`src/assert_macros.svh`:
```
// ----------------------------------------------------------------------------
// assert_macros.svh
// assertion macros shared by the pid h-bridge speed control block
// ----------------------------------------------------------------------------
`ifndef ASSERT_MACROS_SVH
`define ASSERT_MACROS_SVH

// property checked at every clock edge outside reset
`define PID_ASSERT(lbl, prop, msg) \
  lbl: assert property (@(posedge clk) disable iff (!rst_n) prop) else $error(msg);

// condition that must hold in the cycle after a trigger
`define PID_ASSERT_NEXT(lbl, trig, cons, msg) \
  `PID_ASSERT(lbl, (trig) |=> (cons), msg)

`endif

```
`src/pid_hb_pkg.sv`:
```
// ----------------------------------------------------------------------------
// pid_hb_pkg
// constants, register codes and stage types of the pid h-bridge controller
// ----------------------------------------------------------------------------
`default_nettype none

package pid_hb_pkg;

  localparam int PWM_BITS       = 10;
  localparam int GAIN_FRAC_BITS = 12;

  localparam int SPEED_W = 24;
  localparam int GAIN_W  = 24;
  localparam int ERR_W   = SPEED_W + 1;
  localparam int INTEG_W = 15;
  localparam int DIFF_W  = ERR_W + 1;

  localparam int INTEGRAL_LIMIT = 10000;
  localparam int PERCENT_FULL   = 100;

  localparam int PE_W = ERR_W + GAIN_W;
  localparam int PI_W = INTEG_W + GAIN_W;
  localparam int PD_W = DIFF_W + GAIN_W;
  localparam int U_W  = PD_W + 2;

  // clamp limit of the controller output, 100 percent in gain fraction units
  localparam longint LIMIT = longint'(PERCENT_FULL) << GAIN_FRAC_BITS;
  localparam int     LIM_W = $clog2(LIMIT + 1);
  localparam int     MAG_W = LIM_W + PWM_BITS - GAIN_FRAC_BITS;

  // divide by 100 as multiply by reciprocal, error stays below 1/128
  localparam int              DIV_SHIFT = MAG_W + 7;
  localparam int              RECIP_W   = DIV_SHIFT - 6;
  localparam longint unsigned RECIP     = (64'd1 << DIV_SHIFT) / PERCENT_FULL + 1;
  localparam int              PRD_W     = MAG_W + RECIP_W;
  localparam int              Q_W       = PRD_W - DIV_SHIFT;

  localparam int     DUTY_W = PWM_BITS + 1;
  localparam longint FULL   = longint'(1) << PWM_BITS;

  localparam int IN_TDATA_W  = 24;
  localparam int OUT_TDATA_W = 16;

  localparam int CFG_ADDR_W = 5;
  localparam int CFG_DATA_W = 32;
  localparam int REG_IDX_W  = 3;

  localparam logic [REG_IDX_W-1:0] REG_TARGET_SPEED = 3'd0;
  localparam logic [REG_IDX_W-1:0] REG_LOOP_ENABLE  = 3'd1;
  localparam logic [REG_IDX_W-1:0] REG_GAIN_P       = 3'd2;
  localparam logic [REG_IDX_W-1:0] REG_GAIN_I       = 3'd3;
  localparam logic [REG_IDX_W-1:0] REG_GAIN_D       = 3'd4;

  typedef struct packed {
    logic                      valid;
    logic signed [ERR_W-1:0]   e;
    logic signed [INTEG_W-1:0] integ;
    logic signed [DIFF_W-1:0]  diff;
  } err_t;

  typedef struct packed {
    logic                   valid;
    logic signed [PE_W-1:0] pe;
    logic signed [PI_W-1:0] pi;
    logic signed [PD_W-1:0] pd;
  } prod_t;

  typedef struct packed {
    logic             valid;
    logic             neg;
    logic [MAG_W-1:0] m;
  } mag_t;

  typedef struct packed {
    logic              valid;
    logic [DUTY_W-1:0] duty;
    logic              drive_a;
    logic              drive_b;
  } res_t;

endpackage

`default_nettype wire

```
`src/pid_hb_mul.sv`:
```
// ----------------------------------------------------------------------------
// pid_hb_mul
// the three gain products, registered
// ----------------------------------------------------------------------------
`default_nettype none

module pid_hb_mul (
  input  wire logic                                clk,
  input  wire logic                                rst_n,
  input  wire logic                                advance,
  input  wire pid_hb_pkg::err_t                     err,
  input  wire logic signed [pid_hb_pkg::GAIN_W-1:0] gain_p,
  input  wire logic signed [pid_hb_pkg::GAIN_W-1:0] gain_i,
  input  wire logic signed [pid_hb_pkg::GAIN_W-1:0] gain_d,
  output pid_hb_pkg::prod_t                         prod
);
  import pid_hb_pkg::*;

  prod_t prod_r;

  logic signed [PE_W-1:0] pe_nxt;
  logic signed [PI_W-1:0] pi_nxt;
  logic signed [PD_W-1:0] pd_nxt;

  always_comb begin
    pe_nxt = $signed(err.e) * gain_p;
    pi_nxt = $signed(err.integ) * gain_i;
    pd_nxt = $signed(err.diff) * gain_d;
  end

  always_ff @(posedge clk) begin
    if (advance) begin
      prod_r.pe <= pe_nxt;
      prod_r.pi <= pi_nxt;
      prod_r.pd <= pd_nxt;
    end
    if (!rst_n) begin
      prod_r.valid <= 1'b0;
    end else if (advance) begin
      prod_r.valid <= err.valid;
    end
  end

  assign prod = prod_r;

endmodule

`default_nettype wire

```
`config.mk`:
```
export PLATFORM = sky130hd
export DESIGN_NAME = pid_hb_mul
export DESIGN_NICKNAME = d
export VERILOG_FILES = /design/src/assert_macros.svh /design/src/pid_hb_pkg.sv /design/src/pid_hb_mul.sv
export SDC_FILE = /design/constraint.sdc
export NUM_CORES = 2
export LEC_CHECK = 0
export BUFFER_PORTS_ARGS = -buffer_cell sky130_fd_sc_hd__buf_2
export CORE_MARGIN = 10
export CORE_UTILIZATION = 40
export CTS_CLUSTER_SIZE = 14
export DETAILED_ROUTE_END_ITERATION = 6
export GPL_ROUTABILITY_DRIVEN = 0
export PLACE_DENSITY = 0.56
export SETUP_SLACK_MARGIN = 0.2
export SKIP_CTS_REPAIR_TIMING = 1
export SYNTH_ARGS = -nofsm -noshare
export SYNTH_HDL_FRONTEND = slang
export SYNTH_SLANG_ARGS = --single-unit
```
`constraint.sdc`:
```
create_clock -name clk -period 7.7 [get_ports clk]
set_input_delay 0.77 -clock clk [delete_from_list [all_inputs] [get_ports clk]]
set_output_delay 0.77 -clock clk [all_outputs]
set_load 0.01 [all_outputs]
```
==> flow_summary.ini <==
[min_path]
hp-class = in -> reg

[cts]
cts_sinks = 139
clk_pin_slew_ns = 0.07
cts_tree = done
htree_levels = 4
clock_path_buffers = 2
clockRootBuffer = clkbuf_16
cts_buffers = 17
clk_latency_ns = 0.53

[global_routing]
grt_overflow = 0
antenna_found_initial = 35
track_usage = 0.207
grt_first_pass_wirelength_um = 272000
grt_pass1_vias = 47200
grt_start_max_net_pins = 92

[job]
maxCapViolCount = 0

[timing]
min_period_over_period = 0.945
period_needed_ns = 7.27
setup_viol = 0
whs_ns = 0.452
slew_viol_final = 0
timing.slew.headroom = 0.344
finClkSkew_ns = 0
tightest_slew_ns = 0.984
finalHoldViolCount = 0
max_freq_ghz = 0.137
rsz0062_at_grt = yes

[floorplan]
coreArea_um2 = 150000
die_w_um = 409
initial_utilization = 0.404
fp.dieH_um = 409
core.rowCount = 142
dieArea_um2 = 167000
ios = 281

[setup_path]
cpMaxStageDelayCell = fa_1
path_delay_family = adder cells
path_buf_inv = 10
cp-end-kind = flop
required_ns = 7.98
arrival_ns = 7.55
critPathMaxFanout = 13
path_class = in -> reg
slowest_delay_ns = 0.61
path_common_cell = fa_1
startpoint_type = input pin

[final_layout]
nNetsFinal = 8853
finalNonFillerCells = 8767
drive_above_1_share = 0.114
largest_reg_flops = 139
final_util = 0.450
syn2layout_area_growth_pct = 11.4
mostFrequentLayoutCells = inv_1, fa_1, nand2_1
nFillCells = 14700

[synthesis]
synthCells = 6273
netlist_area_um2 = 60600
synth_cell_types = 70
yosysSeqAreaShare = 0.0687
synth_flop_cell = edfxtp_1
yosys_warnings = 0
synth_edf_count = 138
syn_nets = 8408
avgSynthCellArea_um2 = 9.66
synth_seq_cells = 139
ys_async_sr_fraction = 0

[placed_design]
io_buffer_count = 280
dp_hpwl_um = 144000
dp.cells = 8711

[route]
drc_errors = 0
vias = 42300
initialDrtViolationCount = 2390
dr.pass1.iters = 5
wirelength_um = 165000
vias_per_cell = 4.83
wire_per_inst_um = 18.9
antenna_left = 0

[status]
status = finished, final reports clean
-- routing by layer --
layer	share of wire	global-route usage
met5	0.00071	0
met4	0.020	0.0461
met3	0.059	0.0398
met2	0.48	0.340
met1	0.44	0.284
-- cell families after synthesis --
family,Yosys count,synth area share
fa+ha+maj,1993,0.612
flops,139,0.0687
buf+inv,1892,0.118
compound gates,338,0.0371
simple gates,1755,0.142
mux,1,0.000165
xor+xnor,155,0.0224
-- synth_stat cells (all sizes together), types with 2 or more instances --
library cell / n / share of area
o211ai: 3 / 0.00037
a21oi: 104 / 0.0087
o21a: 19 / 0.0024
a31oi: 10 / 0.0010
xnor2: 123 / 0.018
a311oi: 3 / 0.00043
edfxtp: 138 / 0.068
a221o: 3 / 0.00050
nand4: 13 / 0.0013
nor2b: 10 / 0.0010
a2111oi: 4 / 0.00089
fa: 1619 / 0.53
a211o: 3 / 0.00043
nor3: 6 / 0.00050
buf: 3 / 0.00052
and4: 2 / 0.00029
o21ba: 2 / 0.00033
a41oi: 6 / 0.0011
clkbuf: 267 / 0.017
nand2b: 40 / 0.0041
o31a: 2 / 0.00029
o22ai: 3 / 0.00031
clkinv: 3 / 0.00019
nor2: 89 / 0.0055
xor2: 32 / 0.0046
a21o: 57 / 0.0071
inv: 1619 / 0.10
nand2: 856 / 0.053
o21bai: 25 / 0.0032
and2: 710 / 0.073
nand3: 14 / 0.0012
and3: 12 / 0.0013
o31ai: 2 / 0.00041
a21boi: 6 / 0.00081
o311ai: 2 / 0.00029
a221oi: 2 / 0.00058
ha: 374 / 0.077
o21ai: 65 / 0.0057
a211oi: 8 / 0.00099
-- layout make-up --
class | count | area, µm² | share of cell area
diodes | 20 | 50.0 | 0.000742
clock buffers | 18 | 429 | 0.00636
clock inverters | 14 | 121 | 0.00180
inverters | 1622 | 6090 | 0.0902
multi-input cells | 4242 | 49400 | 0.732
flip-flops and latches | 139 | 4160 | 0.0617
well taps | 2016 | 2520 | 0.0374
repair buffers | 696 | 4690 | 0.0695
-- final timing paths --
| kind | endpoint | cells past startpoint | from | slack (ns) |
|---|---|---|---|---|
| worst min register to register | prod[138] | 2 | prod[138] | 0.53 |
| worst max register to register | prod[138] | 2 | prod[138] | 7.10 |
| worst max-delay path | prod[47] | 29 | err[16] | 0.43 |
| worst min-delay path | prod[138] | 2 | rst_n | 0.45 |
-- per-stage QoR --
step	setup WS (ns)	TNS, ns	instance area [µm²]
final	0.426	0	67500
after global routing	0.176	0	67500
after CTS	0.0317	0	67300
after detailed placement	-0.530	-4.41	66700
after global placement	-0.523	-4.10	66700
after floorplan	0.213	0	60600
Power is not shown: default switching activity piles up to over one toggle a cycle in this logic, so the estimate is an artifact.
