## src/assert_macros.svh

```systemverilog
// ----------------------------------------------------------------------------
// assert_macros.svh
// assertion macros shared by the pid h-bridge speed control block
// ----------------------------------------------------------------------------
`ifndef ASSERT_MACROS_SVH
`define ASSERT_MACROS_SVH

// property checked at every clock edge outside reset
`define PID_ASSERT(lbl, prop, msg) \
  lbl: assert property (@(posedge clk) disable iff (!rst_n) prop) else $error(msg);

// condition that must hold in the cycle after a trigger
`define PID_ASSERT_NEXT(lbl, trig, cons, msg) \
  `PID_ASSERT(lbl, (trig) |=> (cons), msg)

`endif

```

## src/pid_hb_pkg.sv

```systemverilog
// ----------------------------------------------------------------------------
// pid_hb_pkg
// constants, register codes and stage types of the pid h-bridge controller
// ----------------------------------------------------------------------------
`default_nettype none

package pid_hb_pkg;

  localparam int PWM_BITS       = 10;
  localparam int GAIN_FRAC_BITS = 12;

  localparam int SPEED_W = 24;
  localparam int GAIN_W  = 24;
  localparam int ERR_W   = SPEED_W + 1;
  localparam int INTEG_W = 15;
  localparam int DIFF_W  = ERR_W + 1;

  localparam int INTEGRAL_LIMIT = 10000;
  localparam int PERCENT_FULL   = 100;

  localparam int PE_W = ERR_W + GAIN_W;
  localparam int PI_W = INTEG_W + GAIN_W;
  localparam int PD_W = DIFF_W + GAIN_W;
  localparam int U_W  = PD_W + 2;

  // clamp limit of the controller output, 100 percent in gain fraction units
  localparam longint LIMIT = longint'(PERCENT_FULL) << GAIN_FRAC_BITS;
  localparam int     LIM_W = $clog2(LIMIT + 1);
  localparam int     MAG_W = LIM_W + PWM_BITS - GAIN_FRAC_BITS;

  // divide by 100 as multiply by reciprocal, error stays below 1/128
  localparam int              DIV_SHIFT = MAG_W + 7;
  localparam int              RECIP_W   = DIV_SHIFT - 6;
  localparam longint unsigned RECIP     = (64'd1 << DIV_SHIFT) / PERCENT_FULL + 1;
  localparam int              PRD_W     = MAG_W + RECIP_W;
  localparam int              Q_W       = PRD_W - DIV_SHIFT;

  localparam int     DUTY_W = PWM_BITS + 1;
  localparam longint FULL   = longint'(1) << PWM_BITS;

  localparam int IN_TDATA_W  = 24;
  localparam int OUT_TDATA_W = 16;

  localparam int CFG_ADDR_W = 5;
  localparam int CFG_DATA_W = 32;
  localparam int REG_IDX_W  = 3;

  localparam logic [REG_IDX_W-1:0] REG_TARGET_SPEED = 3'd0;
  localparam logic [REG_IDX_W-1:0] REG_LOOP_ENABLE  = 3'd1;
  localparam logic [REG_IDX_W-1:0] REG_GAIN_P       = 3'd2;
  localparam logic [REG_IDX_W-1:0] REG_GAIN_I       = 3'd3;
  localparam logic [REG_IDX_W-1:0] REG_GAIN_D       = 3'd4;

  typedef struct packed {
    logic                      valid;
    logic signed [ERR_W-1:0]   e;
    logic signed [INTEG_W-1:0] integ;
    logic signed [DIFF_W-1:0]  diff;
  } err_t;

  typedef struct packed {
    logic                   valid;
    logic signed [PE_W-1:0] pe;
    logic signed [PI_W-1:0] pi;
    logic signed [PD_W-1:0] pd;
  } prod_t;

  typedef struct packed {
    logic             valid;
    logic             neg;
    logic [MAG_W-1:0] m;
  } mag_t;

  typedef struct packed {
    logic              valid;
    logic [DUTY_W-1:0] duty;
    logic              drive_a;
    logic              drive_b;
  } res_t;

endpackage

`default_nettype wire

```

## src/pid_hb_err.sv

```systemverilog
// ----------------------------------------------------------------------------
// pid_hb_err
// error, clamped integral and error difference, holds the loop state
// ----------------------------------------------------------------------------
`default_nettype none

module pid_hb_err (
  input  wire logic                                 clk,
  input  wire logic                                 rst_n,
  input  wire logic                                 advance,
  input  wire logic                                 load,
  input  wire logic signed [pid_hb_pkg::SPEED_W-1:0] speed,
  input  wire logic signed [pid_hb_pkg::SPEED_W-1:0] target,
  output pid_hb_pkg::err_t                           err
);
  import pid_hb_pkg::*;

  localparam logic signed [DIFF_W-1:0] LIM_P = DIFF_W'(INTEGRAL_LIMIT);
  localparam logic signed [DIFF_W-1:0] LIM_N = -LIM_P;

  logic signed [INTEG_W-1:0] integ_r;
  logic signed [ERR_W-1:0]   prev_r;
  err_t                      err_r;

  logic signed [ERR_W-1:0]  e;
  logic signed [DIFF_W-1:0] sum;
  logic signed [DIFF_W-1:0] sum_cl;
  logic signed [DIFF_W-1:0] diff;

  always_comb begin
    e    = ERR_W'(target) - ERR_W'(speed);
    sum  = DIFF_W'(integ_r) + DIFF_W'(e);
    diff = DIFF_W'(e) - DIFF_W'(prev_r);
    if (sum > LIM_P) begin
      sum_cl = LIM_P;
    end else if (sum < LIM_N) begin
      sum_cl = LIM_N;
    end else begin
      sum_cl = sum;
    end
  end

  always_ff @(posedge clk) begin
    if (advance) begin
      err_r.e     <= e;
      err_r.integ <= INTEG_W'(sum_cl);
      err_r.diff  <= diff;
    end
    if (!rst_n) begin
      integ_r     <= '0;
      prev_r      <= '0;
      err_r.valid <= 1'b0;
    end else if (advance) begin
      err_r.valid <= load;
      if (load) begin
        integ_r <= INTEG_W'(sum_cl);
        prev_r  <= e;
      end
    end
  end

  assign err = err_r;

endmodule

`default_nettype wire

```

## config.mk

```make
export PLATFORM = sky130hd
export DESIGN_NAME = pid_hb_err
export DESIGN_NICKNAME = d
export VERILOG_FILES = /design/src/assert_macros.svh /design/src/pid_hb_pkg.sv /design/src/pid_hb_err.sv
export SDC_FILE = /design/constraint.sdc
export NUM_CORES = 1
export LEC_CHECK = 0
export BUFFER_PORTS_ARGS = -buffer_cell sky130_fd_sc_hd__buf_2
export CORE_UTILIZATION = 58
export CTS_CLUSTER_SIZE = 20
export DETAILED_ROUTE_END_ITERATION = 8
export PLACE_DENSITY = 0.87
export SYNTH_ARGS = -nofsm -noshare
export SYNTH_HDL_FRONTEND = slang
export SYNTH_SLANG_ARGS = --single-unit
```

## constraint.sdc

```tcl
create_clock -name clk -period 6.7 [get_ports clk]
set_input_delay 1.005 -clock clk [delete_from_list [all_inputs] [get_ports clk]]
set_output_delay 1.005 -clock clk [all_outputs]
set_load 0.005 [all_outputs]
```

==> flow_summary.json, run 1 <==
{
  "reg2reg_depth": 12,
  "clk_pin_slew_ps": 70,
  "min_period_ps": 6150,
  "cts_buffers": 9,
  "final-setup-viol-count": 0,
  "overflow": 0,
  "hold_path_class": "flop to flop",
  "syn_inst": 833,
  "core_um2": 12700,
  "dr.first_iter.drc_count": 493,
  "syn-cell-area_um2": 7650,
  "antenna_found_initial": 0,
  "ios": 119,
  "grtUsageTotal_pct": 27.7,
  "grt_pass1_vias": 6076,
  "cp-start-kind": "input port",
  "cp-end-kind": "flop",
  "ys.flop_type": "edfxtp_1",
  "die-area_um2": 13600,
  "path_max_fanout": 18,
  "r2r_end": "integ_r[8]",
  "tightest_slew_ps": 857,
  "cp.arrival_ps": 6400,
  "grt_pass1_wl_um": 29100,
  "fin_tns_setup_ps": 0,
  "fin_crit_sh_pct": 91.8,
  "pre_cts_ws_ps": 296,
  "wirelength_um": 18600,
  "cts_root_buf": "clkbuf_16",
  "synthArstFlopShare_pct": 0,
  "avgSynthCellArea_um2": 9.18,
  "fmax_mhz": 163,
  "clock_path_buffers": 2,
  "wire_per_inst_um": 16.5,
  "fillerInstances": 998,
  "synth_nets": 964,
  "grt_start_max_net_pins": 70,
  "synth_seq_cells": 107,
  "status": "finished clean",
  "p_leak_nw": 3.85,
  "holdBufCountCts": 0,
  "slew_violations": 0,
  "place_congestion": 0.935,
  "reg2reg_slack_ps": 2920,
  "worstHoldPathCells": 2,
  "vias": 6784,
  "place_hpwl_um": 13800,
  "areaGrowthSynthToFinish_pct": 14.6,
  "synth.top_cell.area_share_pct": 25.9,
  "nets": 1079,
  "rows": 41,
  "skew_ps": 9.66,
  "hold_violations": 0,
  "die_x_um": 117,
  "holdPathEnd": "prev_r[20]",
  "ys.warnings.count": 0,
  "synth_seq_area_share_pct": 36.7,
  "criticalPathCategory": "input port to flop",
  "ant_nets": 0,
  "cts_resized": 0,
  "synth_area_leader_cell": "edfxtp_1",
  "clock_latency_ps": 350,
  "peakVddDrop_mv": 0.179,
  "htree_levels": 3,
  "rsz0062_at_grt": "no",
  "cts_tree": "built",
  "synth_edf_count": 66,
  "rr_startpoint": "integ_r[4]",
  "cts.sinks": 107,
  "layout_setup_ws_ps": 551,
  "antenna_cells": 0,
  "synth_common_cells": "76 x a21oi_1, 76 x ha_1, 69 x nand2_1",
  "die_h_um": 117,
  "port_buffers": 118,
  "synth.distinct_cells": 68,
  "synth.area.top_cells": "edfxtp_1 26%, ha_1 12%, dfxtp_1 11%, a21oi_1 5.0%, xnor2_1 4.5%",
  "drcViolationCount": 0,
  "seq_area_um2": 2800,
  "maxSlewHeadroom_pct": 42.9,
  "start_util_pct": 60.1,
  "cellPowerDensity_nw_per_um2": 311,
  "layout-drive-gt1-share_pct": 16.7,
  "cap_violations": 0,
  "cp.required_ps": 6950,
  "min_from": "prev_r[20]",
  "dr.pass1.iters": 5,
  "viasPerCell": 6.03,
  "postCtsSetupBuffers": 0,
  "multi_input_area_um2": 4470
}
## worst max-delay path by stage
stage / endpoint / slack [ps] / from / depth (start not counted)
2_1_floorplan: err[34] / 920 / target[0] / 24
3_3_place_gp: integ_r[2] / 440 / target[0] / 25
3_5_place_dp: integ_r[2] / 300 / target[0] / 25
4_1_cts: integ_r[2] / 640 / target[0] / 25
5_1_grt: integ_r[2] / 210 / target[0] / 25
6_report: integ_r[2] / 550 / target[0] / 25
## metal layers
layer | up-vias | global-route usage (%) | wire length (µm)
li1 | 3297 | - | -
met1 | 3157 | 36.9 | 8160
met2 | 294 | 45.4 | 8610
met3 | 36 | 4.12 | 1370
met5 | - | 0 | 0
met4 | 0 | 11.5 | 476
## worst max-delay path, stage by stage
cell	delay (ps)
buf_2	90
inv_1	40
ha_1	160
inv_1	60
fa_1	400
a21o_1	170
a21oi_1	260
o21ai_0	180
a41oi_1	460
o21bai_1	120
a21oi_1	250
o21ai_0	130
xor2_1	200
ha_1	430
nand2_1	140
nor4_1	340
a22oi_2	130
nand3_1	190
mux2i_1	210
a21oi_1	90
a311o_1	370
o41ai_4	300
buf_4	260
inv_4	80
o41ai_2	320
## cell families (layout without fill, tap and decap cells)
logic type,Yosys count,count (layout),synth area share (%)
AOI/OAI and AO/OA,262,262,23.1
xor gates and xnor gates,59,59,6.76
adders and majority gates,79,79,13.2
buffers and inverters,92,212,4.84
DFF,107,107,36.7
muxes,9,9,1.18
and+or+nand+nor,225,225,14.3
## cell usage in the layout, fill, tap and decap left out, drive strengths merged, types with 10 or more instances in the layout
| cell type | n |
|---|---|
| nand4 | 11 |
| dfxtp | 41 |
| nor3 | 12 |
| o21bai | 10 |
| o21ai | 36 |
| buf | 128 |
| a31oi | 16 |
| and3 | 11 |
| edfxtp | 66 |
| nand3 | 23 |
| nand2 | 69 |
| xor2 | 20 |
| xnor2 | 39 |
| a211oi | 13 |
| ha | 76 |
| nor2 | 50 |
| a21o | 32 |
| nand2b | 16 |
| a21oi | 77 |
| o21a | 13 |
| inv | 69 |
## flip-flops by register name, summed over array words and instances (netlist names)
register,cells
err,67
prev_r,25
integ_r,15
## per-stage QoR
step	hold WS [ps]	cells	utilization, %	power, mW	instance area, µm²
after global placement	438	1109	66.1	2.06	8410
after CTS	457	1125	68.9	2.71	8760
final	455	1125	68.9	2.72	8760
after detailed placement	448	1109	66.1	2.08	8410
after floorplan	432	833	-	1.77	7650
after global routing	484	1125	68.9	2.89	8760
## where the power goes
part | internal [mW] | leakage [nW] | switching [mW] | total (mW)
clock network | 0.369 | 0.164 | 0.248 | 0.617
registers | 0.858 | 0.979 | 0.0377 | 0.896
logic | 0.498 | 2.71 | 0.714 | 1.21
total | 1.72 | 3.85 | 1.00 | 2.72
## layout make-up
type / count / area share [%]
clock buffers: 9 / 2.57
clock inverters: 7 / 1.43
inverters: 68 / 2.94
multi-input cells: 634 / 51.0
flip-flops and latches: 107 / 32.0
well taps: 172 / 2.46
repair buffers: 128 / 7.59
Power figures use the tool's default switching activity.
==> run 2: changes to the inputs <==
CORE_MARGIN = 8   (was not set)
PLACE_DENSITY = not set   (was 0.87)
PLACE_DENSITY_LB_ADDON = 0.15   (was not set)
==> run 2 against run 1 <==
Final cell count is 0.44% higher. Highest routed layer unchanged. Largest cell class unchanged. Setup slack worse by 0.65 ps. Die area is 25% higher. Via count is 0.28% lower. Critical path type unchanged.
==> flow_summary.json, run 2 (same netlist as run 1, synthesis figures left out) <==
{
  "place_congestion": 0.912,
  "rsz0062_at_grt": "no",
  "cpMaxStageDelayCell": "a41oi_1",
  "fin_crit_sh_pct": 91.8,
  "fmax_mhz": 163,
  "antenna_found_initial": 0,
  "ios": 119,
  "clock_latency_ps": 350,
  "viasPerCell": 5.99,
  "path_max_fanout": 18,
  "cap_violations": 0,
  "skew_ps": 7.52,
  "min_period_ps": 6150,
  "cp.required_ps": 6900,
  "core_um2": 13000,
  "holdBufCountCts": 0,
  "cp-start-kind": "input port",
  "grtUsageTotal_pct": 23.8,
  "dr.first_iter.drc_count": 748,
  "place_hpwl_um": 15700,
  "grt_pass1_wl_um": 31800,
  "overflow": 0,
  "layout-drive-gt1-share_pct": 16.6,
  "slowest_delay_ps": 480,
  "cellPowerDensity_nw_per_um2": 300,
  "grt_start_max_net_pins": 55,
  "start_util_pct": 58.7,
  "p_leak_nw": 3.82,
  "tightest_slew_ps": 752,
  "layout_common_cells": "118 x buf_2, 76 x a21oi_1, 76 x ha_1, 69 x nand2_1, 67 x inv_1",
  "holdWs_ps": 458,
  "worstPathCellList": "buf_2 -> inv_1 -> ha_1 -> inv_1 -> fa_1 -> a21o_1 -> a21oi_1 -> o21ai_0 -> a41oi_1 -> o21bai_1 -> a21oi_1 -> o21ai_0 -> xor2_1 -> ha_1 -> a21oi_1 -> and3_1 -> nand3_2 -> a31oi_1 -> xnor2_1 -> a311o_1 -> o41ai_4 -> buf_4 -> nand2b_1 -> o311ai_0",
  "fin_tns_setup_ps": 0,
  "cts_tree": "built",
  "status": "finished clean",
  "grt_pass1_vias": 6397,
  "clock_path_buffers": 2,
  "peakVddDrop_mv": 0.150,
  "areaGrowthSynthToFinish_pct": 13.7,
  "wirelength_um": 20200,
  "hold_path_class": "flop to flop",
  "htree_levels": 3,
  "die-area_um2": 17100,
  "port_buffers": 118,
  "hold_violations": 0,
  "drcViolationCount": 0,
  "cts_buffers": 9,
  "largest_register_ffs": 67,
  "criticalPathCategory": "input port to flop",
  "clk_pin_slew_ps": 70,
  "dr.pass1.iters": 5,
  "cts_resized": 0,
  "final-setup-viol-count": 0,
  "cp.arrival_ps": 6350,
  "rows": 42,
  "slew_violations": 0,
  "worst_path_most_repeated_cell": "a21oi_1",
  "cts_root_buf": "clkbuf_16",
  "maxSlewHeadroom_pct": 49.7,
  "die_h_um": 131,
  "antenna_cells": 0,
  "nets": 1080,
  "cp-end-kind": "flop",
  "mostFrequentLayoutCell": "buf_2",
  "cts.sinks": 107,
  "wire_per_inst_um": 17.8,
  "ant_nets": 0,
  "die_x_um": 131,
  "vias": 6765,
  "postCtsSetupBuffers": 0
}
-- run 2: layout make-up --
type	count	area, µm²
clock inverters	6	38.8
fillers	1128	4340
well taps	176	220
multi-input cells	634	4470
repair buffers	129	673
clock buffers	10	229
inverters	68	258
flip-flops and latches	107	2800
-- run 2: worst max-delay path, delay by kind of cell --
family	cells	cell delay [ps]
XOR/XNOR	2	490
AO/OA/AOI/OAI	12	2960
AND/OR/NAND/NOR	3	500
adder cells (fa/ha/maj)	3	910
buffers and inverters	4	470
-- run 2: through the flow --
stage / power, mW / worst slack (ps) / cell area (µm²) / cells / util, %
final: 2.61 / 550 / 8690 / 1130 / 66.7
after global routing: 2.78 / 174 / 8690 / 1130 / 66.7
after CTS: 2.61 / 601 / 8690 / 1130 / 66.7
after detailed placement: 2.11 / 248 / 8430 / 1114 / 64.7
after global placement: 2.08 / 355 / 8430 / 1114 / 64.7
after floorplan: 1.77 / 923 / 7650 / 833 / -
-- run 2: report_power, final --
group / switching (mW) / internal (mW)
Clock: 0.237 / 0.252
Sequential: 0.0357 / 0.858
Combinational: 0.730 / 0.500
Total: 1.00 / 1.61
-- run 2: path summary, 6_finish.rpt --
kind | from | end | slack [ps] | cells past startpoint
setup reg to reg | integ_r[0] | integ_r[9] | 2830 | 14
hold / removal | prev_r[20] | prev_r[20] | 460 | 2
setup / recovery | target[0] | integ_r[9] | 550 | 24
hold reg to reg | prev_r[20] | prev_r[20] | 460 | 2
-- run 2: routing by layer --
| metal | wire (µm) | track usage (%) | up-vias |
|---|---|---|---|
| li1 | - | - | 3294 |
| met1 | 8690 | 30.3 | 3182 |
| met2 | 9570 | 39.2 | 260 |
| met3 | 1400 | 4.87 | 29 |
| met4 | 494 | 8.91 | 0 |
| met5 | 0 | 0 | - |
