==> src/assert_macros.svh <==
// ----------------------------------------------------------------------------
// assert_macros.svh
// assertion macros shared by the pid h-bridge speed control block
// ----------------------------------------------------------------------------
`ifndef ASSERT_MACROS_SVH
`define ASSERT_MACROS_SVH

// property checked at every clock edge outside reset
`define PID_ASSERT(lbl, prop, msg) \
  lbl: assert property (@(posedge clk) disable iff (!rst_n) prop) else $error(msg);

// condition that must hold in the cycle after a trigger
`define PID_ASSERT_NEXT(lbl, trig, cons, msg) \
  `PID_ASSERT(lbl, (trig) |=> (cons), msg)

`endif

==> src/pid_hb_pkg.sv <==
// ----------------------------------------------------------------------------
// pid_hb_pkg
// constants, register codes and stage types of the pid h-bridge controller
// ----------------------------------------------------------------------------
`default_nettype none

package pid_hb_pkg;

  localparam int PWM_BITS       = 10;
  localparam int GAIN_FRAC_BITS = 12;

  localparam int SPEED_W = 24;
  localparam int GAIN_W  = 24;
  localparam int ERR_W   = SPEED_W + 1;
  localparam int INTEG_W = 15;
  localparam int DIFF_W  = ERR_W + 1;

  localparam int INTEGRAL_LIMIT = 10000;
  localparam int PERCENT_FULL   = 100;

  localparam int PE_W = ERR_W + GAIN_W;
  localparam int PI_W = INTEG_W + GAIN_W;
  localparam int PD_W = DIFF_W + GAIN_W;
  localparam int U_W  = PD_W + 2;

  // clamp limit of the controller output, 100 percent in gain fraction units
  localparam longint LIMIT = longint'(PERCENT_FULL) << GAIN_FRAC_BITS;
  localparam int     LIM_W = $clog2(LIMIT + 1);
  localparam int     MAG_W = LIM_W + PWM_BITS - GAIN_FRAC_BITS;

  // divide by 100 as multiply by reciprocal, error stays below 1/128
  localparam int              DIV_SHIFT = MAG_W + 7;
  localparam int              RECIP_W   = DIV_SHIFT - 6;
  localparam longint unsigned RECIP     = (64'd1 << DIV_SHIFT) / PERCENT_FULL + 1;
  localparam int              PRD_W     = MAG_W + RECIP_W;
  localparam int              Q_W       = PRD_W - DIV_SHIFT;

  localparam int     DUTY_W = PWM_BITS + 1;
  localparam longint FULL   = longint'(1) << PWM_BITS;

  localparam int IN_TDATA_W  = 24;
  localparam int OUT_TDATA_W = 16;

  localparam int CFG_ADDR_W = 5;
  localparam int CFG_DATA_W = 32;
  localparam int REG_IDX_W  = 3;

  localparam logic [REG_IDX_W-1:0] REG_TARGET_SPEED = 3'd0;
  localparam logic [REG_IDX_W-1:0] REG_LOOP_ENABLE  = 3'd1;
  localparam logic [REG_IDX_W-1:0] REG_GAIN_P       = 3'd2;
  localparam logic [REG_IDX_W-1:0] REG_GAIN_I       = 3'd3;
  localparam logic [REG_IDX_W-1:0] REG_GAIN_D       = 3'd4;

  typedef struct packed {
    logic                      valid;
    logic signed [ERR_W-1:0]   e;
    logic signed [INTEG_W-1:0] integ;
    logic signed [DIFF_W-1:0]  diff;
  } err_t;

  typedef struct packed {
    logic                   valid;
    logic signed [PE_W-1:0] pe;
    logic signed [PI_W-1:0] pi;
    logic signed [PD_W-1:0] pd;
  } prod_t;

  typedef struct packed {
    logic             valid;
    logic             neg;
    logic [MAG_W-1:0] m;
  } mag_t;

  typedef struct packed {
    logic              valid;
    logic [DUTY_W-1:0] duty;
    logic              drive_a;
    logic              drive_b;
  } res_t;

endpackage

`default_nettype wire

==> src/pid_hb_scale.sv <==
// ----------------------------------------------------------------------------
// pid_hb_scale
// sum of products, clamp to full scale, magnitude scaled to pwm range
// ----------------------------------------------------------------------------
`default_nettype none

module pid_hb_scale (
  input  wire logic              clk,
  input  wire logic              rst_n,
  input  wire logic              advance,
  input  wire pid_hb_pkg::prod_t prod,
  output pid_hb_pkg::mag_t       mag
);
  import pid_hb_pkg::*;

  localparam logic signed [U_W-1:0] U_LIM_P = U_W'(LIMIT);
  localparam logic signed [U_W-1:0] U_LIM_N = -U_LIM_P;

  mag_t mag_r;

  logic signed [U_W-1:0]      u;
  logic signed [U_W-1:0]      u_cl;
  logic signed [U_W-1:0]      u_abs;
  logic [LIM_W+PWM_BITS-1:0]  shifted;
  logic                       neg;

  always_comb begin
    u   = U_W'($signed(prod.pe)) + U_W'($signed(prod.pi)) + U_W'($signed(prod.pd));
    neg = u[U_W-1];
    if (u > U_LIM_P) begin
      u_cl = U_LIM_P;
    end else if (u < U_LIM_N) begin
      u_cl = U_LIM_N;
    end else begin
      u_cl = u;
    end
    u_abs   = neg ? -u_cl : u_cl;
    shifted = {u_abs[LIM_W-1:0], {PWM_BITS{1'b0}}};
  end

  always_ff @(posedge clk) begin
    if (advance) begin
      mag_r.neg <= neg;
      mag_r.m   <= shifted[LIM_W+PWM_BITS-1:GAIN_FRAC_BITS];
    end
    if (!rst_n) begin
      mag_r.valid <= 1'b0;
    end else if (advance) begin
      mag_r.valid <= prod.valid;
    end
  end

  assign mag = mag_r;

endmodule

`default_nettype wire

==> config.mk <==
export PLATFORM = sky130hd
export DESIGN_NAME = pid_hb_scale
export DESIGN_NICKNAME = d
export VERILOG_FILES = /design/src/assert_macros.svh /design/src/pid_hb_pkg.sv /design/src/pid_hb_scale.sv
export SDC_FILE = /design/constraint.sdc
export NUM_CORES = 1
export LEC_CHECK = 0
export ABC_CLOCK_PERIOD_IN_PS = 5230
export BUFFER_PORTS_ARGS = -buffer_cell sky130_fd_sc_hd__buf_2
export CORE_MARGIN = 10
export CORE_UTILIZATION = 56
export CTS_BUF_LIST = sky130_fd_sc_hd__clkbuf_8
export DETAILED_ROUTE_END_ITERATION = 8
export PLACE_DENSITY = 0.85
export SYNTH_ARGS = -nofsm -noshare
export SYNTH_HDL_FRONTEND = slang
export SYNTH_SLANG_ARGS = --single-unit
==> constraint.sdc <==
create_clock -name clk -period 5.23 [get_ports clk]
set_clock_uncertainty 0.05 [all_clocks]
set_input_delay 0.2615 -clock clk [delete_from_list [all_inputs] [get_ports clk]]
set_output_delay 0.2615 -clock clk [all_outputs]
set_load 0.005 [all_outputs]
==> results.cfg, run 1 <==
[worst_setup_path]
crit_top_cell = fa_1
critical_path.top_delay_family = simple AND/OR/NAND/NOR gates
crit_path_end_kind = register
path_cells = buf_2, fa_1, ha_1, inv_1, fa_1, xor2_2, nand4_1, mux2i_2, nand3_2, or4_4, or3_4, nor3_2, o211ai_1, a2111oi_2, nand4bb_1, buf_4, o21ai_0
crit_required_ns = 5.27
cp_num_buf_inv = 3
max_stage_delay_ns = 0.54
crit_path_start_kind = input port
r2r-start = mag[18]
r2r_slack_ns = 4.60
r2r_end = mag[18]
crit_arrival_ns = 4.87
crit_slowest_cell = fa_1
cp_max_fo = 11
crit_type = input port to register
r2r_cells = 2

[floorplan]
die_x_um = 121
num_io_pins = 161
die-area_um2 = 14600
core_um2 = 9820
rows = 36
start_util = 0.580
die_height_um = 121

[worst_hold_path]
hold_end = mag[18]
hold_path_class = input port to register
worstHoldStart = rst_n
whs_path_depth = 2

[placed_design]
dpl_cell_area_um2 = 6550
dpl.cell_count = 965
dp_hpwl_um = 16600
gp_congestion = 0.908
placement.io_buffers = 160

[logic_synthesis]
syn_inst = 688
syn_nets = 930
synth.distinct_cells = 82
syn_area_um2 = 5690
ys_warn_count = 0
ys_seq_elements = 19
synth-edff-count = 18
ys.flop_type = edfxtp_1
synth-seq-area-share = 0.0985
async_flop_share = 0
synth.avg_cell_area_um2 = 8.27

[drt]
ant_nets = 0
wl_um = 18900
firstDrtPassIters = 5
first_iter_violations = 559
dr_total_vias = 6150
via_per_inst = 6.35
drc = 0
wl_per_cell_um = 19.5

[clocking]
cts_tree = yes
path_clk_slew_ns = 0.07
postCtsSetupRepairBufs = 0
hold_buffers = 0
cts-buffers-inserted = 3
clk_latency_ns = 0.26
clock_sinks = 19
clock-root-buffer = clkbuf_8
cts_max_level = 1
clock_path_buffers = 2
cts_resized = 0

[sta]
period_share = 0.924
timing.hold.ws_ns = 0.172
finalCriticalPeriod_ns = 4.83
drv_slew = 0
grt_setup_unrepaired = no
finalSetupTns_ns = 0
relSlewSlack = 0.456
hold_viol_final = 0
tightest_slew_ns = 0.809
fmax_mhz = 207
setup_viol = 0

[layout]
fin_area_um2 = 6590
instances_no_fill = 969
layout_common_cells = buf_2 (160), nand2_1 (76), a21oi_1 (74)
area_growth_pct = 15.8
final_common_cell = buf_2
antennaDiodeCount = 0
largest_reg_flops = 19
final_nets = 1079
layout-drive-gt1-share = 0.248

[global_route]
grt_usage = 0.246
antenna_found_initial = 0
grt_max_degree = 20
overflow = 0
grt_pass1_vias = 6305
grt_pass1_wl_um = 30200

[pwr]
pwr_density_cell_nw_per_um2 = 274
netSwitchingFraction = 0.557
ir_drop_mv = 0.131
switchingPower_uw = 1000
power_frac_comb = 0.845
p_leak_uw = 0.00278
p_int_uw = 799
pwr-share-seq = 0.099
p_clk_frac = 0.056

[status]
status = completed

[job]
maxCapViolations = 0
## how the worst max path moves through the flow
stage	start	to	slack (ns)	depth (start not counted)
floorplan	prod[1]	mag[16]	0.75	16
global placement	prod[7]	mag[16]	0.43	14
detailed placement	prod[1]	mag[0]	0.16	17
CTS	prod[1]	mag[0]	0.44	17
global route	prod[1]	mag[0]	0.22	17
finish	prod[1]	mag[0]	0.40	17
## Yosys cell counts, types with 10 or more instances
library cell,number,share of area
nand2_1,76,0.050
a21oi_1,74,0.065
nor2_1,55,0.036
fa_1,51,0.18
o21ai_0,50,0.044
ha_1,49,0.11
xnor2_1,27,0.042
xor2_1,26,0.040
nand4_1,25,0.027
edfxtp_1,18,0.095
clkbuf_1,16,0.011
nor3_1,16,0.014
nand3_1,15,0.013
a21o_1,14,0.018
inv_1,11,0.0073
o211ai_1,11,0.015
a21oi_2,10,0.015
## routing by layer
metal | GRT usage | routed length, um
met3 | 0.0679 | 1740
met5 | 0 | 0
met2 | 0.426 | 9110
met4 | 0.0709 | 451
met1 | 0.291 | 7610
## through the flow
stage          total power, uW  utilization  worst slack (ns)
2_1_floorplan             1250            -             0.750
3_3_place_gp              1630        0.667             0.433
6_report                  1800        0.671             0.396
4_1_cts                   1770        0.671             0.442
5_1_grt                   1950        0.671             0.217
3_5_place_dp              1670        0.667             0.160
## final cells by class
cell class | count | area, um2
multi-input combinational | 633 | 4910
fill | 822 | 3230
timing repair buffer | 169 | 868
sequential | 19 | 561
tap | 133 | 166
clock buffer | 3 | 41.3
inverter | 11 | 41.3
clock inverter | 1 | 3.75
## power by group through the flow
| stage | combinational [uW] | sequential (uW) | clock (uW) |
|---|---|---|---|
| floorplan | 1070 | 184 | 0 |
| detailed placement | 1490 | 182 | 0 |
| global route | 1670 | 180 | 103 |
| CTS | 1490 | 179 | 98.4 |
| global placement | 1450 | 182 | 0 |
| finish | 1520 | 179 | 101 |
## logic make-up after synthesis
kind of cell,Yosys count,synth area share
buffers and inverters,36,0.0389
and+or+nand+nor,250,0.225
muxes,4,0.00857
adders and majority gates,100,0.287
xor gates and xnor gates,55,0.0873
AOI/OAI and AO/OA,224,0.254
DFF,19,0.0985
No activity file was read; power rests on OpenSTA's default activity.
==> run 2: changes to the inputs <==
CORE_UTILIZATION = 28   (was 56)
PLACE_DENSITY = default   (was 0.85)
==> results.cfg, run 2 (synthesis gave the netlist of run 1 again) <==
[status]
status = completed

[worst_setup_path]
r2r_cells = 2
r2r_end = mag[18]
critical_path.top_delay_family = simple AND/OR/NAND/NOR gates
crit_path_start_kind = input port
r2r-start = mag[18]
crit_required_ns = 5.18
worstSetupPathDepth = 16
crit_type = input port to register
cp_num_buf_inv = 2
crit_arrival_ns = 4.67
crit_top_cell = fa_1
r2r_slack_ns = 4.59
max_stage_delay_ns = 0.56
path_cells = buf_2, fa_1, ha_1, inv_1, fa_1, nand2b_1, a21o_1, a21oi_1, xor2_1, or4_4, or3_4, nor3_2, o211ai_1, a2111oi_2, nand4bb_1, mux2_4
crit_slowest_cell = or4_4
crit_path_end_kind = register
cp_max_fo = 8

[floorplan]
die_height_um = 163
rows = 52
core_um2 = 20100
die-area_um2 = 26400
num_io_pins = 161
start_util = 0.283
die_x_um = 163

[global_route]
grt_pass1_vias = 5944
grt_max_degree = 20
overflow = 0
grt_usage = 0.131
antenna_found_initial = 0
grt_pass1_wl_um = 29200

[sta]
finalCriticalPeriod_ns = 4.72
drv_slew = 0
grt_setup_unrepaired = no
relSlewSlack = 0.573
period_share = 0.903
hold_viol_final = 0
timing.hold.ws_ns = 0.185
finalSetupTns_ns = 0
tightest_slew_ns = 0.634
fmax_mhz = 212
setup_viol = 0

[clocking]
path_clk_slew_ns = 0.07
cts_resized = 0
cts_max_level = 1
clock_path_buffers = 2
hold_buffers = 0
cts_tree = yes
cts-buffers-inserted = 3
postCtsSetupRepairBufs = 0
clk_latency_ns = 0.25
clock_sinks = 19
clock-root-buffer = clkbuf_8

[job]
maxCapViolations = 0

[layout]
final_common_cell = buf_2
instances_no_fill = 1112
largest_reg_flops = 19
antennaDiodeCount = 0
final_nets = 1085
utilization = 0.339
fin_area_um2 = 6810
area_growth_pct = 19.6
layout_common_cells = buf_2 (160), nand2_1 (76), a21oi_1 (74)
layout-drive-gt1-share = 0.254

[placed_design]
placement.io_buffers = 160
dpl.cell_count = 1108
dp_hpwl_um = 16300
gp_congestion = 0.867
dpl_cell_area_um2 = 6760

[drt]
first_iter_violations = 500
wl_um = 18300
firstDrtPassIters = 5
ant_nets = 0
wl_per_cell_um = 16.4
via_per_inst = 5.19
drc = 0
dr_total_vias = 5769

[pwr]
ir_drop_mv = 0.102
pwr_density_cell_nw_per_um2 = 264
p_leak_uw = 0.00281

[worst_hold_path]
hold_path_class = input port to register
worstHoldStart = rst_n
whs_path_depth = 2
hold_end = mag[18]
## run 2: stage by stage
stage	power (uW)	setup WS, ns
final	1800	0.510
after global routing	1970	0.151
after CTS	1790	0.490
after detailed placement	1680	0.220
after global placement	1680	0.290
after floorplan	1250	0.750
## run 2: how the worst max path moves through the flow
stage | endpoint | start
4_1_cts | mag[16] | prod[1]
5_1_grt | mag[1] | prod[1]
3_5_place_dp | mag[16] | prod[1]
3_3_place_gp | mag[16] | prod[1]
6_report | mag[16] | prod[1]
2_1_floorplan | mag[16] | prod[1]
## run 2: report_power, final
part           total (uW)  internal, uW  switching [uW]
registers             179           177            2.66
clock network        99.0          52.9            46.2
logic                1520           575             943
## run 2: per-layer routing
layer	part of all wire	GRT usage
met5	0	0
met4	0.0074	0.0156
met3	0.054	0.0164
met2	0.46	0.216
met1	0.48	0.183
## run 2: cell type report
class	count	area [um2]
Clock buffer	3	41.3
Clock inverter	1	5.00
Fill cell	2132	13300
Inverter	11	41.3
Multi-Input combinational cell	633	4910
Sequential cell	19	561
Tap cell	270	338
Timing Repair Buffer	175	913
==> run 3: changes to the inputs <==
BUFFER_PORTS_ARGS = default   (was -buffer_cell sky130_fd_sc_hd__buf_2)
CAP_MARGIN = 20   (was default)
DONT_BUFFER_PORTS = 1   (was default)
==> results.cfg, run 3 (synthesis gave the netlist of run 1 again) <==
[job]
maxCapViolations = 0

[placed_design]
placement.io_buffers = 0
gp_congestion = 0.909
dp_hpwl_um = 15800
dpl.cell_count = 940
post-place-ws_ns = 0.462

[worst_setup_path]
crit_required_ns = 5.19
r2r_cells = 2
crit_arrival_ns = 4.47
cp_max_fo = 16
crit_path_start_kind = input port
crit_type = input port to register
crit_path_end_kind = register
r2r_end = mag[18]
r2r-start = mag[18]
r2r_slack_ns = 4.57

[pwr]
power_frac_comb = 0.834
p_int_uw = 752
switchingPower_uw = 937
pwr-share-seq = 0.109
p_clk_frac = 0.057
netSwitchingFraction = 0.555
ir_drop_mv = 0.0751
pwr_density_cell_nw_per_um2 = 284
p_leak_uw = 0.00214

[sta]
fmax_mhz = 222
setup_viol = 0
tightest_slew_ns = 0.779
setup_ws_ns = 0.721
period_share = 0.862
finalCriticalPeriod_ns = 4.51
hold_viol_final = 0
drv_slew = 0
relSlewSlack = 0.476
finalSetupTns_ns = 0
grt_setup_unrepaired = no

[layout]
multiInputGateArea_um2 = 4910
area_growth_pct = 4.48
layout-drive-gt1-share = 0.0668
layout_common_cells = nand2_1 (76), a21oi_1 (74), nor2_1 (55)
final_common_cell = nand2_1
final_nets = 917
antennaDiodeCount = 0
regArea_um2 = 561
largest_reg_flops = 19
fillCellCount = 2146
instances_no_fill = 944

[global_route]
grt_usage = 0.126
overflow = 0
antenna_found_initial = 0
grt_pass1_vias = 5220
grt_pass1_wl_um = 27700
grt_max_degree = 20

[floorplan]
die-area_um2 = 26400
die_x_um = 163
rows = 52
start_util = 0.283
core_um2 = 20100
die_height_um = 163
num_io_pins = 161

[drt]
dr_total_vias = 5140
ant_nets = 0
via_per_inst = 5.44
wl_per_cell_um = 18.8
wl_um = 17800
firstDrtPassIters = 5
first_iter_violations = 376
drc = 0

[clocking]
clk_latency_ns = 0.25
clock_sinks = 19
cts_tree = yes
clock_path_buffers = 2
postCtsSetupRepairBufs = 0
path_clk_slew_ns = 0.06
hold_buffers = 0
cts-buffers-inserted = 3
cts_resized = 0
cts_max_level = 1
clock-root-buffer = clkbuf_8

[worst_hold_path]
hold_path_class = input port to register
hold_end = mag[17]
whs_path_depth = 0
worstHoldStart = advance

[status]
status = completed
==> run 3: final cells by class <==
class	count	area share
Clock buffer	3	0.00694
Clock inverter	1	0.000631
Inverter	11	0.00694
Multi-Input combinational cell	633	0.826
Sequential cell	19	0.0942
Tap cell	270	0.0568
Timing Repair Buffer	7	0.00883
==> run 3: worst max-delay path by stage <==
stage / end / slack [ns] / from
after floorplan: mag[16] / 0.75 / prod[1]
after global placement: mag[12] / 0.51 / prod[1]
after detailed placement: mag[12] / 0.46 / prod[1]
after CTS: mag[12] / 0.71 / prod[1]
after global routing: mag[1] / 0.39 / prod[1]
final: mag[12] / 0.72 / prod[1]
==> run 3: worst max-delay path, stage by stage <==
cell,delay (ns)
fa_1,0.54
ha_1,0.23
inv_1,0.07
fa_1,0.41
nand2b_1,0.21
a21oi_1,0.17
xnor2_1,0.22
nand3_2,0.16
or4_4,0.52
or3_4,0.37
nor3_2,0.17
o211ai_1,0.12
a2111oi_2,0.41
nand4bb_1,0.16
buf_4,0.23
a21bo_2,0.21
==> run 3: power groups by stage <==
stage	clock network [uW]	logic [uW]	registers, uW
2_1_floorplan	0	1070	184
3_3_place_gp	0	1400	187
3_5_place_dp	0	1390	188
4_1_cts	99.8	1410	184
5_1_grt	106	1570	185
6_report	96.4	1410	184
==> run 3: per-layer routing <==
metal	track usage	vias to the layer above	wire (um)
met5	0	-	0
met4	0.0197	0	183
met3	0.0187	16	958
met2	0.203	171	7990
met1	0.178	2401	8650
li1	-	2552	-
==> run 3: per-stage QoR <==
step	hold slack (ns)	total power (uW)	utilization	instance area, um2
final	0.0665	1690	0.296	5950
after global routing	0.0530	1860	0.296	5950
after detailed placement	0.327	1580	0.294	5900
after global placement	0.326	1590	0.294	5900
after CTS	0.0620	1690	0.296	5950
after floorplan	0.324	1250	-	5690
